<file path="config.mk">
export PLATFORM = sky130hd
export DESIGN_NAME = cct_queue
export DESIGN_NICKNAME = d
export VERILOG_FILES = /design/src/cct_pkg.sv /design/src/cct_queue.sv
export SDC_FILE = /design/constraint.sdc
export NUM_CORES = 1
export LEC_CHECK = 0
export ABC_AREA = 1
export BUFFER_PORTS_ARGS = -buffer_cell sky130_fd_sc_hd__buf_2
export CAP_MARGIN = 20
export CORE_MARGIN = 4
export CORE_UTILIZATION = 31
export CTS_CLUSTER_SIZE = 16
export DETAILED_ROUTE_END_ITERATION = 12
export GPL_TIMING_DRIVEN = 0
export HOLD_SLACK_MARGIN = 0.15
export PLACE_DENSITY = 0.46
export SLEW_MARGIN = 20
export SYNTH_ARGS = -nofsm -noshare
export SYNTH_HDL_FRONTEND = slang
export SYNTH_SLANG_ARGS = --single-unit
</file>
<file path="constraint.sdc">
create_clock -name clock -period 2.4 [get_ports clock]
set_input_delay 0.24 -clock clock [delete_from_list [all_inputs] [get_ports clock]]
set_output_delay 0.24 -clock clock [all_outputs]
set_load 0.01 [all_outputs]
</file>
<file path="src/cct_pkg.sv">
`timescale 1ns / 1ps
// ----------------------------------------------------------------------------
// cct_pkg: shared types and constants of the canonical code table
// Transaction payloads, command encoding between the front and back end,
// and the layout of one table entry.
// ----------------------------------------------------------------------------
package cct_pkg;

   localparam int SYM_W       = 10;
   localparam int IN_LEN_W    = 8;
   localparam int LEN_W       = 7;
   localparam int CODE_W      = 64;
   localparam int EPOCH_W     = 8;
   localparam int QUEUE_DEPTH = 4;
   localparam int QPTR_W      = $clog2(QUEUE_DEPTH);

   typedef enum logic [1:0] {
      FN_CLEAR  = 2'd0,
      FN_ADD    = 2'd1,
      FN_LOOKUP = 2'd2,
      FN_NOP    = 2'd3
   } cct_func_type;

   typedef enum logic [1:0] {
      ST_OK         = 2'd0,
      ST_TOO_LONG   = 2'd1,
      ST_DECREASED  = 2'd2,
      ST_UNASSIGNED = 2'd3
   } cct_status_type;

   // work handed from the front end to the back end
   typedef enum logic [1:0] {
      CMD_ECHO  = 2'd0,
      CMD_CLEAR = 2'd1,
      CMD_WRITE = 2'd2,
      CMD_READ  = 2'd3
   } cct_cmd_kind_type;

   typedef struct packed {
      cct_func_type      func;
      logic [SYM_W-1:0]  symbol;
      logic [IN_LEN_W-1:0] length;
   } cct_req_type;

   typedef struct packed {
      logic [SYM_W-1:0]  symbol_out;
      logic [CODE_W-1:0] code;
      logic [LEN_W-1:0]  code_length;
      cct_status_type    status;
   } cct_rsp_type;

   typedef struct packed {
      cct_cmd_kind_type  kind;
      logic [SYM_W-1:0]  symbol;
      logic [CODE_W-1:0] code;
      logic [LEN_W-1:0]  length;
      cct_status_type    status;
   } cct_cmd_type;

   typedef struct packed {
      logic full;
      logic empty;
   } cct_qstat_type;

   // one table word; tag zero never matches the live epoch
   typedef struct packed {
      logic [EPOCH_W-1:0] tag;
      logic [LEN_W-1:0]   length;
      logic [CODE_W-1:0]  code;
   } cct_entry_type;

endpackage

</file>
<file path="src/cct_queue.sv">
`timescale 1ns / 1ps
// ----------------------------------------------------------------------------
// cct_queue: command queue between front and back end
// Small first-in first-out store of commands; the head is shown directly.
// ----------------------------------------------------------------------------
module cct_queue (
   input  logic                  clock,
   input  logic                  reset,
   input  logic                  push,
   input  cct_pkg::cct_cmd_type  push_cmd,
   input  logic                  pop,
   output cct_pkg::cct_cmd_type  head_cmd,
   output cct_pkg::cct_qstat_type stat
);

   cct_pkg::cct_cmd_type        entries_ff [cct_pkg::QUEUE_DEPTH];
   logic [cct_pkg::QPTR_W-1:0]  wr_ptr_ff, wr_ptr_in;
   logic [cct_pkg::QPTR_W-1:0]  rd_ptr_ff, rd_ptr_in;
   logic [cct_pkg::QPTR_W:0]    count_ff, count_in;

   // advance pointers and occupancy
   always_comb begin
      wr_ptr_in = push ? wr_ptr_ff + cct_pkg::QPTR_W'(1) : wr_ptr_ff;
      rd_ptr_in = pop  ? rd_ptr_ff + cct_pkg::QPTR_W'(1) : rd_ptr_ff;
      count_in  = count_ff;
      if (push && !pop) begin
         count_in = count_ff + (cct_pkg::QPTR_W + 1)'(1);
      end else if (pop && !push) begin
         count_in = count_ff - (cct_pkg::QPTR_W + 1)'(1);
      end
      stat.full  = count_ff == (cct_pkg::QPTR_W + 1)'(cct_pkg::QUEUE_DEPTH);
      stat.empty = count_ff == '0;
      head_cmd   = entries_ff[rd_ptr_ff];
   end

   always_ff @(posedge clock) begin
      if (reset) begin
         wr_ptr_ff <= '0;
         rd_ptr_ff <= '0;
         count_ff  <= '0;
      end else begin
         wr_ptr_ff <= wr_ptr_in;
         rd_ptr_ff <= rd_ptr_in;
         count_ff  <= count_in;
      end
   end

   // store pushed commands
   always_ff @(posedge clock) begin
      if (push) begin
         entries_ff[wr_ptr_ff] <= push_cmd;
      end
   end

endmodule

</file>
Yosys cells after proc, flatten, opt, wreduce, memory -nomap -nowiden
Memory sizes are Yosys's and may differ from the RTL's. A register that Yosys moved wholly into a read port is not among the register bits. Cells that the tools add are included.

Equal/unequal tests: 1. $lt $le $gt $ge: 0. Mux-type cells: 6. Shift operators: 0. Add/subtract/negate cells: 4. Reduce and logical (&&, ||, !) cells: 6. $mul: 0. Div/mod/pow operators: 0. Bitwise gates (word level): 0.

Operators by type and width (count): $mux W3 (2); $add A2 B1 Y2 const B (2); $mux W2 (2); $add A3 B1 Y3 const B (1); $eq A3 B3 Y1 const B (1); $logic_not A3 Y1 (1); $sub A3 B1 Y3 const B (1); $logic_and A1 B1 Y1 (2); $logic_not A1 Y1 (2); $mux W1 (2); $reduce_bool A2 Y1 (1).

Output and inout port bits: 87. Latch bits: 0. Bits in read-only memories: 0. Word-level logic and storage cells: 21. Memories kept: 1. Input port bits: 89. Flip-flop bits (word level): 7. Bits in writable memories: 340.

Memories: entries_ff (words 4, width 85, rd ports 1, clocked after memory_dff 1, wr ports 1, RTL line cct_queue.sv:16) `cct_pkg::cct_cmd_type entries_ff [cct_pkg::QUEUE_DEPTH];`.

Depth between registers and ports, before layout
Gate-level depths: netlist of the first run.

Depth in word-level cells: 4. Mapped depth: 10. Depth with buffers taken out: 10.

Least setup slack after synthesis of the first run
No wires, ideal clock.

Path kind: register -> register. Start: register wr_ptr_ff[0] (netlist bit). End: memory entries_ff[2][0] (netlist bit) (enable). Path buffers: 0. Clock period less this slack: 2.672 ns. Arrival: 2.233 ns. Required time: 1.961 ns. Slack: -0.272 ns. Cell stages (with the launch flop): 5. Library setup time: 0.439 ns. Cell sequence: dfxtp_1 inv_1 ha_1 nand2_1 inv_1.

RTL lines: from (decl) (RTL line cct_queue.sv:17) `logic [cct_pkg::QPTR_W-1:0] wr_ptr_ff, wr_ptr_in;`; from (signal assigned) (RTL line cct_queue.sv:42) `wr_ptr_ff <= wr_ptr_in;`; to (decl) (RTL line cct_queue.sv:16).

Straight into the memory's write port.

==> results by group, run 1 <==
Status
  • Outcome: finished, final reports clean

Worst setup path
  • FF-to-FF End: entries_ff[2][1]
  • Crit path max fanout: 10
  • Worst R2R Setup Slack: 0.49 ns
  • Element type at the critical path start: flop
  • R2r startpoint: wr_ptr_ff[0]
  • CP Data Arrival Time: 2.08 ns
  • Kind of critical path: flop to output pin
  • R2R cell count: 6
  • Data required, critical path: 2.16 ns
  • CP endpoint kind: output pin

CTS
  • CTS tree: built
  • Root Buffer Master: clkbuf_16
  • Total CTS buffers: 39
  • Bufs on Longest Clock Path: 3
  • Clk slew on worst S/H paths: 0.05 ns
  • Worst-skew pair later-pin latency: 0.53 ns
  • Sink Count: 349
  • H-tree levels: 2

Timing
  • RSZ-0062 raised after global routing: yes
  • Clock Skew: 0.00717 ns
  • TNS Setup: 0 ns
  • Setup violations, final: 0
  • F_max: 431 MHz
  • Max_slew headroom: 65.0%
  • Fin. max-slew vios: 0
  • Final Hold Fails: 0
  • WHS: 0.417 ns
  • Slew @ Worst Pin: 0.525 ns
  • Final worst path period share: 96.6%
  • Post-route setup slack: 0.0825 ns
  • Post-route minimum period: 2.32 ns

Routing
  • # DRC: 0
  • Post-DRT Antenna Nets: 0
  • WL/cell: 19.2 um
  • Routed via count: 8268
  • DR iter-0 viols: 507
  • Vias per inst: 4.69
  • Drt pass-1 iters: 4
  • Total Routed Length: 33.8 mm

Pwr
  • VDD IR max: 0.468 mV
  • Switching pwr: 3.24 mW
  • Clock power frac: 39.0%
  • Leakage power figure: 6.12 nW
  • Total chip power: 14.1 mW
  • Switch share: 23.0%
  • P per Cell Area: 817 nW/um^2
  • Cell Int Power: 10.9 mW
  • Sequential share of power: 49.8%
  • Comb pwr share: 11.1%

Placed design
  • Post-place setup slack: 0.289 ns
  • Port bufs: 175
  • Routability cong.: 0.732
  • Dpl cell area: 14900 sq um
  • HPWL Detailed: 21.1 mm

Min path
  • WHS Path Cells: 3
  • Min-Delay Endpoint: count_ff[0]
  • Worst min path class: primary input to flop
  • Worst hold start: reset

Synth
  • Combinational family with the most area after synthesis: compound AO/OA/AOI/OAI gates
  • Top_reg_cell synth: edfxtp_1
  • Compound-Gate Fraction of Synth Area: 10.9%
  • Post-synth EDFFs: 340
  • Post-synthesis mux area share: 0%
  • Mean Syn Cell Area: 14.8 sq um
  • Synth cell types: 22
  • Syn_nets: 975
  • Post-Synthesis Cells: 880
  • Sequential element share of the synthesized area: 79.9%
  • Async S/R FF share, synth: 0%
  • Mapped cell area: 13000 sq um
  • Post-Synth XOR/XNOR Area: 0.0673%
  • Adder-Cell Fraction of Synth Area: 0.635%
  • Post-synthesis register bit count: 349
  • Ys Warns: 0
  • Simple-Gate Fraction of Synth Area: 5.50%

Floorplanning
  • Die H: 213 um
  • Starting Density: 31.6%
  • Io pins: 176
  • Row count: 74
  • Width of the die: 213 um
  • Core Area: 41200 sq um
  • Die area: 45300 sq um

Cells and area
  • Layout area overhead: 32.6%
  • Nets: 1296
  • Design area: 17300 sq um
  • Antenna Cells: 0
  • Share of cells above drive strength 1: 25.2%
  • Filler instances: 3788

Global route
  • First-pass GRT wire length: 50.4 mm
  • Largest net degree at the start of global routing: 25
  • Grt ovf: 0
  • Global-route layer with the greatest usage: met2
  • GR Util met1: 20.2%
  • Vias in the first global route: 8269
  • Number of antenna violations at the first check in global routing: 2
  • Grt met2 use: 23.5%
  • GRT Total Usage: 14.7%
  • Met3 Use GR: 3.09%

Flow run
  • Total of max-cap violations: 0
how the worst max path moves through the flow:
stage,startpoint,endpoint
floorplan,wr_ptr_ff[0],entries_ff[0][0]
global placement,wr_ptr_ff[0],entries_ff[0][46]
detailed placement,flop,head_cmd[6]
CTS,flop,head_cmd[12]
global route,flop,head_cmd[29]
finish,flop,head_cmd[45]
power by group through the flow:
stage	sequential [mW]	clock (mW)	combinational, mW
3_5_place_dp	7.15	0	1.42
2_1_floorplan	7.15	0	0.683
5_1_grt	7.04	5.91	1.72
3_3_place_gp	7.17	0	1.33
6_report	7.02	5.50	1.57
4_1_cts	7.02	5.68	1.60
routing by layer:
metal / share of wire [%] / vias to the layer above / wire, um
li1: - / 3968 / -
met4: 1.8 / 4 / 603
met2: 48 / 207 / 16100
met1: 45 / 4040 / 15300
met5: 0.062 / - / 21
met3: 5.5 / 49 / 1840
registers in the layout, summed over array words and instances, names as in the netlist, named ones only:
signal	cells
wr_ptr_ff	2
count_ff	3
entries_ff	340
rd_ptr_ff	2
Yosys cell counts, types with 3 or more instances:
master | count | area [sq um]
edfxtp_1 | 340 | 10200
nor2_1 | 176 | 661
o21ai_0 | 152 | 761
o22ai_1 | 85 | 532
clkbuf_1 | 38 | 143
o21ai_1 | 23 | 115
inv_1 | 15 | 56.3
buf_6 | 12 | 135
dfxtp_1 | 9 | 180
nand2_1 | 9 | 33.8
ha_1 | 5 | 62.6
a21oi_1 | 3 | 15.0
logic make-up (layout without fill, tap and decap cells):
logic type,after synthesis,count (layout)
AOI/OAI and AO/OA,263,263
and+or+nand+nor,189,189
buffers and inverters,72,422
xor gates and xnor gates,1,1
DFF,349,349
adders and majority gates,6,6
placed cells by master, fill, tap and decap left out, types with 8 or more instances in the layout:
master,count
clkbuf_1,21
buf_12,16
clkbuf_2,25
dlygate4sd3_1,88
edfxtp_1,340
buf_2,176
nor2_1,176
o21ai_1,25
buf_16,8
o22ai_1,69
o22ai_2,16
clkinv_1,8
dfxtp_1,9
o21ai_0,150
clkbuf_16,41
inv_1,11
nand2_1,9
critical path: stages (launching register included):
cell,delay [ns]
dfxtp_1,0.33
buf_12,0.16
buf_12,0.16
inv_12,0.11
buf_12,0.14
buf_6,0.15
nor2_1,0.05
o22ai_1,0.24
buf_2,0.18
timing repair:
action                                  CTS  global route
gates resized for setup                  53            33
buffers inserted                          2             0
pin swaps                                 9             1
endpoints found under the hold margin   349             0
cloned                                    1             0
hold buffers                             88             0
endpoints found under the setup margin   85            49
area by class of cell:
class | instances | area [sq um] | area share [%]
Sequential cell | 349 | 10400 | 60.2
Multi-Input combinational cell | 459 | 2330 | 13.5
Timing Repair Buffer | 282 | 2170 | 12.6
Clock buffer | 57 | 1100 | 6.35
Tap cell | 532 | 666 | 3.86
Buffer | 53 | 422 | 2.44
Inverter | 17 | 91.3 | 0.529
Clock inverter | 13 | 82.6 | 0.479
stage by stage:
step / util, % / std cells
finish: 41.9 / 1762
global route: 41.9 / 1762
CTS: 41.8 / 1764
detailed placement: 36.3 / 1603
global placement: 35.4 / 1587
floorplan: - / 880
(Power assumes the default switching activity.)
==> run 2, diff against run 1 <==
- PLACE_DENSITY: 0.46 -> 0.44
- clock period: 2.4 -> 2.8 ns (I/O delays scaled with it)
==> run 2 against run 1 <==
Net effect: critical path depth shrank 1; combinational power down 20%; clock skew rose by 0.0015 ns; worst setup slack better by 0.11 ns; first-iteration DRC count is 0.79% higher; die area unchanged; global-route usage up 0.39 points.
==> results by group, run 2 (synthesized netlist as in run 1, its figures left out) <==
Cells and area
  • Layout area overhead: 29.6% (was 32.6%)
  • Commonest cells after routing, fill and taps aside: edfxtp_1 (340), buf_2 (177), nor2_1 (176), o21ai_0 (152), dlygate4sd3_1 (88) (was edfxtp_1 (340), nor2_1 (176), buf_2 (176), o21ai_0 (150), dlygate4sd3_1 (88))
  • Footprint of the multi-input gates: 2230 sq um (was 2330 sq um)
  • Most flop-heavy register: entries_ff (unchanged)
  • Storage element area: 10400 sq um (unchanged)
  • Max FFs per register: 340 (unchanged)
  • Filler instances: 3851 (was 3788)
  • Biggest registers after layout: entries_ff: 340 flops, count_ff: 3 flops (unchanged)
  • Antenna Cells: 0 (unchanged)
  • Design area: 16900 sq um (was 17300 sq um)
  • Nets: 1284 (was 1296)
  • Share of cells above drive strength 1: 21.4% (was 25.2%)
  • Commonest non-fill, non-tap cell in the layout: edfxtp_1 (unchanged)

Global route
  • Vias in the first global route: 8456 (was 8269)
  • First-pass GRT wire length: 51.4 mm (was 50.4 mm)
  • GRT Total Usage: 15.1% (was 14.7%)
  • Global-route layer with the greatest usage: met2 (unchanged)
  • Number of antenna violations at the first check in global routing: 1 (was 2)
  • Grt ovf: 0 (unchanged)
  • GR Util met1: 21.0% (was 20.2%)
  • Grt met2 use: 23.8% (was 23.5%)
  • Largest net degree at the start of global routing: 58 (was 25)
  • Met3 Use GR: 3.07% (was 3.09%)

Routing
  • Total Routed Length: 34.5 mm (was 33.8 mm)
  • Routed via count: 8253 (was 8268)
  • Post-DRT Antenna Nets: 0 (unchanged)
  • Vias per inst: 4.72 (was 4.69)
  • Drt pass-1 iters: 5 (was 4)
  • DR iter-0 viols: 511 (was 507)
  • WL/cell: 19.7 um (was 19.2 um)
  • # DRC: 0 (unchanged)

CTS
  • Post-CTS setup repair buffer count: 0 (was 2)
  • Bufs on Longest Clock Path: 3 (unchanged)
  • Root Buffer Master: clkbuf_16 (unchanged)
  • Clk slew on worst S/H paths: 0.06 ns (was 0.05 ns)
  • CTS tree: built (unchanged)
  • Sink Count: 349 (unchanged)
  • Total CTS buffers: 40 (was 39)
  • Worst-skew pair later-pin latency: 0.55 ns (was 0.53 ns)
  • H-tree levels: 2 (unchanged)

Placed design
  • Port bufs: 175 (unchanged)
  • HPWL Detailed: 19.9 mm (was 21.1 mm)
  • Routability cong.: 0.720 (was 0.732)
  • Dpl cell area: 14700 sq um (was 14900 sq um)
  • Post-place setup slack: 0.631 ns (was 0.289 ns)

Pwr
  • Total chip power: 12.4 mW (was 14.1 mW)
  • P per Cell Area: 737 nW/um^2 (was 817 nW/um^2)
  • VDD IR max: 0.403 mV (was 0.468 mV)
  • Leakage power figure: 5.92 nW (was 6.12 nW)

Flow run
  • Total of max-cap violations: 0 (unchanged)

Floorplanning
  • Row count: 74 (unchanged)
  • Starting Density: 31.6% (unchanged)
  • Width of the die: 213 um (unchanged)
  • Io pins: 176 (unchanged)
  • Die area: 45300 sq um (unchanged)
  • Die H: 213 um (unchanged)
  • Core Area: 41200 sq um (unchanged)

Worst setup path
  • CP Data Arrival Time: 2.33 ns (was 2.08 ns)
  • Crit path max fanout: 10 (unchanged)
  • CP endpoint kind: output pin (unchanged)
  • Data required, critical path: 2.52 ns (was 2.16 ns)
  • Element type at the critical path start: flop (unchanged)
  • Kind of critical path: flop to output pin (unchanged)

Timing
  • Final worst path period share: 93.2%
  • Post-route setup slack: 0.191 ns (was 0.0825 ns)
  • Max_slew headroom: 56.7% (was 65.0%)
  • Post-route minimum period: 2.61 ns
  • F_max: 383 MHz
  • Final Hold Fails: 0 (unchanged)
  • Clock Skew: 0.00872 ns (was 0.00717 ns)
  • WHS: 0.435 ns (was 0.417 ns)
  • Setup violations, final: 0 (unchanged)
  • RSZ-0062 raised after global routing: yes (unchanged)
  • Fin. max-slew vios: 0 (unchanged)
  • Slew @ Worst Pin: 0.649 ns (was 0.525 ns)

Status
  • Outcome: finished, final reports clean (unchanged)

Min path
  • Worst min path class: primary input to flop (unchanged)
[run 2: final timing paths]
path | endpoint | start | slack (ns) | cells past startpoint
worst min-delay path | count_ff[0] | reset | 0.43 | 3
worst max register to register | entries_ff[0][33] | wr_ptr_ff[0] | 0.97 | 5
worst max-delay path | head_cmd[73] | flop | 0.19 | 7
worst min register to register | rd_ptr_ff[1] | rd_ptr_ff[1] | 0.45 | 1
[run 2: what timing repair did]
| action | CTS | global route |
|---|---|---|
| hold buffers | 88 | 0 |
| hold endpoints to repair | 349 | 0 |
| resized for setup | 0 | 10 |
| endpoints found under the setup margin | 0 | 10 |
[run 2: through the flow]
| stage | TNS, ns | cells | utilization, % |
|---|---|---|---|
| 6_report | 0 | 1750 | 40.9 |
| 5_1_grt | -0.00526 | 1750 | 40.9 |
| 4_1_cts | 0 | 1750 | 40.9 |
| 3_5_place_dp | 0 | 1591 | 35.6 |
| 3_3_place_gp | -517.72 | 1587 | 35.3 |
| 2_1_floorplan | 0 | 880 | - |
[run 2: where the power goes]
group	switching (mW)	internal, mW	total, mW
Clock	2.03	3.13	5.16
Sequential	0.0483	5.97	6.02
Combinational	0.799	0.454	1.25
[run 2: routing by layer]
| metal | vias up | part of all wire [%] |
|---|---|---|
| met4 | 2 | 2.4 |
| met3 | 53 | 5.7 |
| met2 | 214 | 45 |
| li1 | 3942 | - |
| met1 | 4042 | 46 |
| met5 | - | 0.023 |
[run 2: final cells by class]
cell class / count / area share (%)
well taps: 532 / 3.95
inverters: 17 / 0.512
clock inverters: 24 / 1.45
plain buffers: 55 / 1.95
multi-input cells: 459 / 13.2
flip-flops and latches: 349 / 61.6
clock buffers: 47 / 6.22
repair buffers: 267 / 11.1
[run 2: critical path: stages, from the launching register on]
cell and delay, ns:
dfxtp_1 0.30, buf_6 0.15, buf_6 0.18, inv_4 0.16, clkbuf_1 0.44, o21ai_0 0.15
o22ai_1 0.22, buf_2 0.18
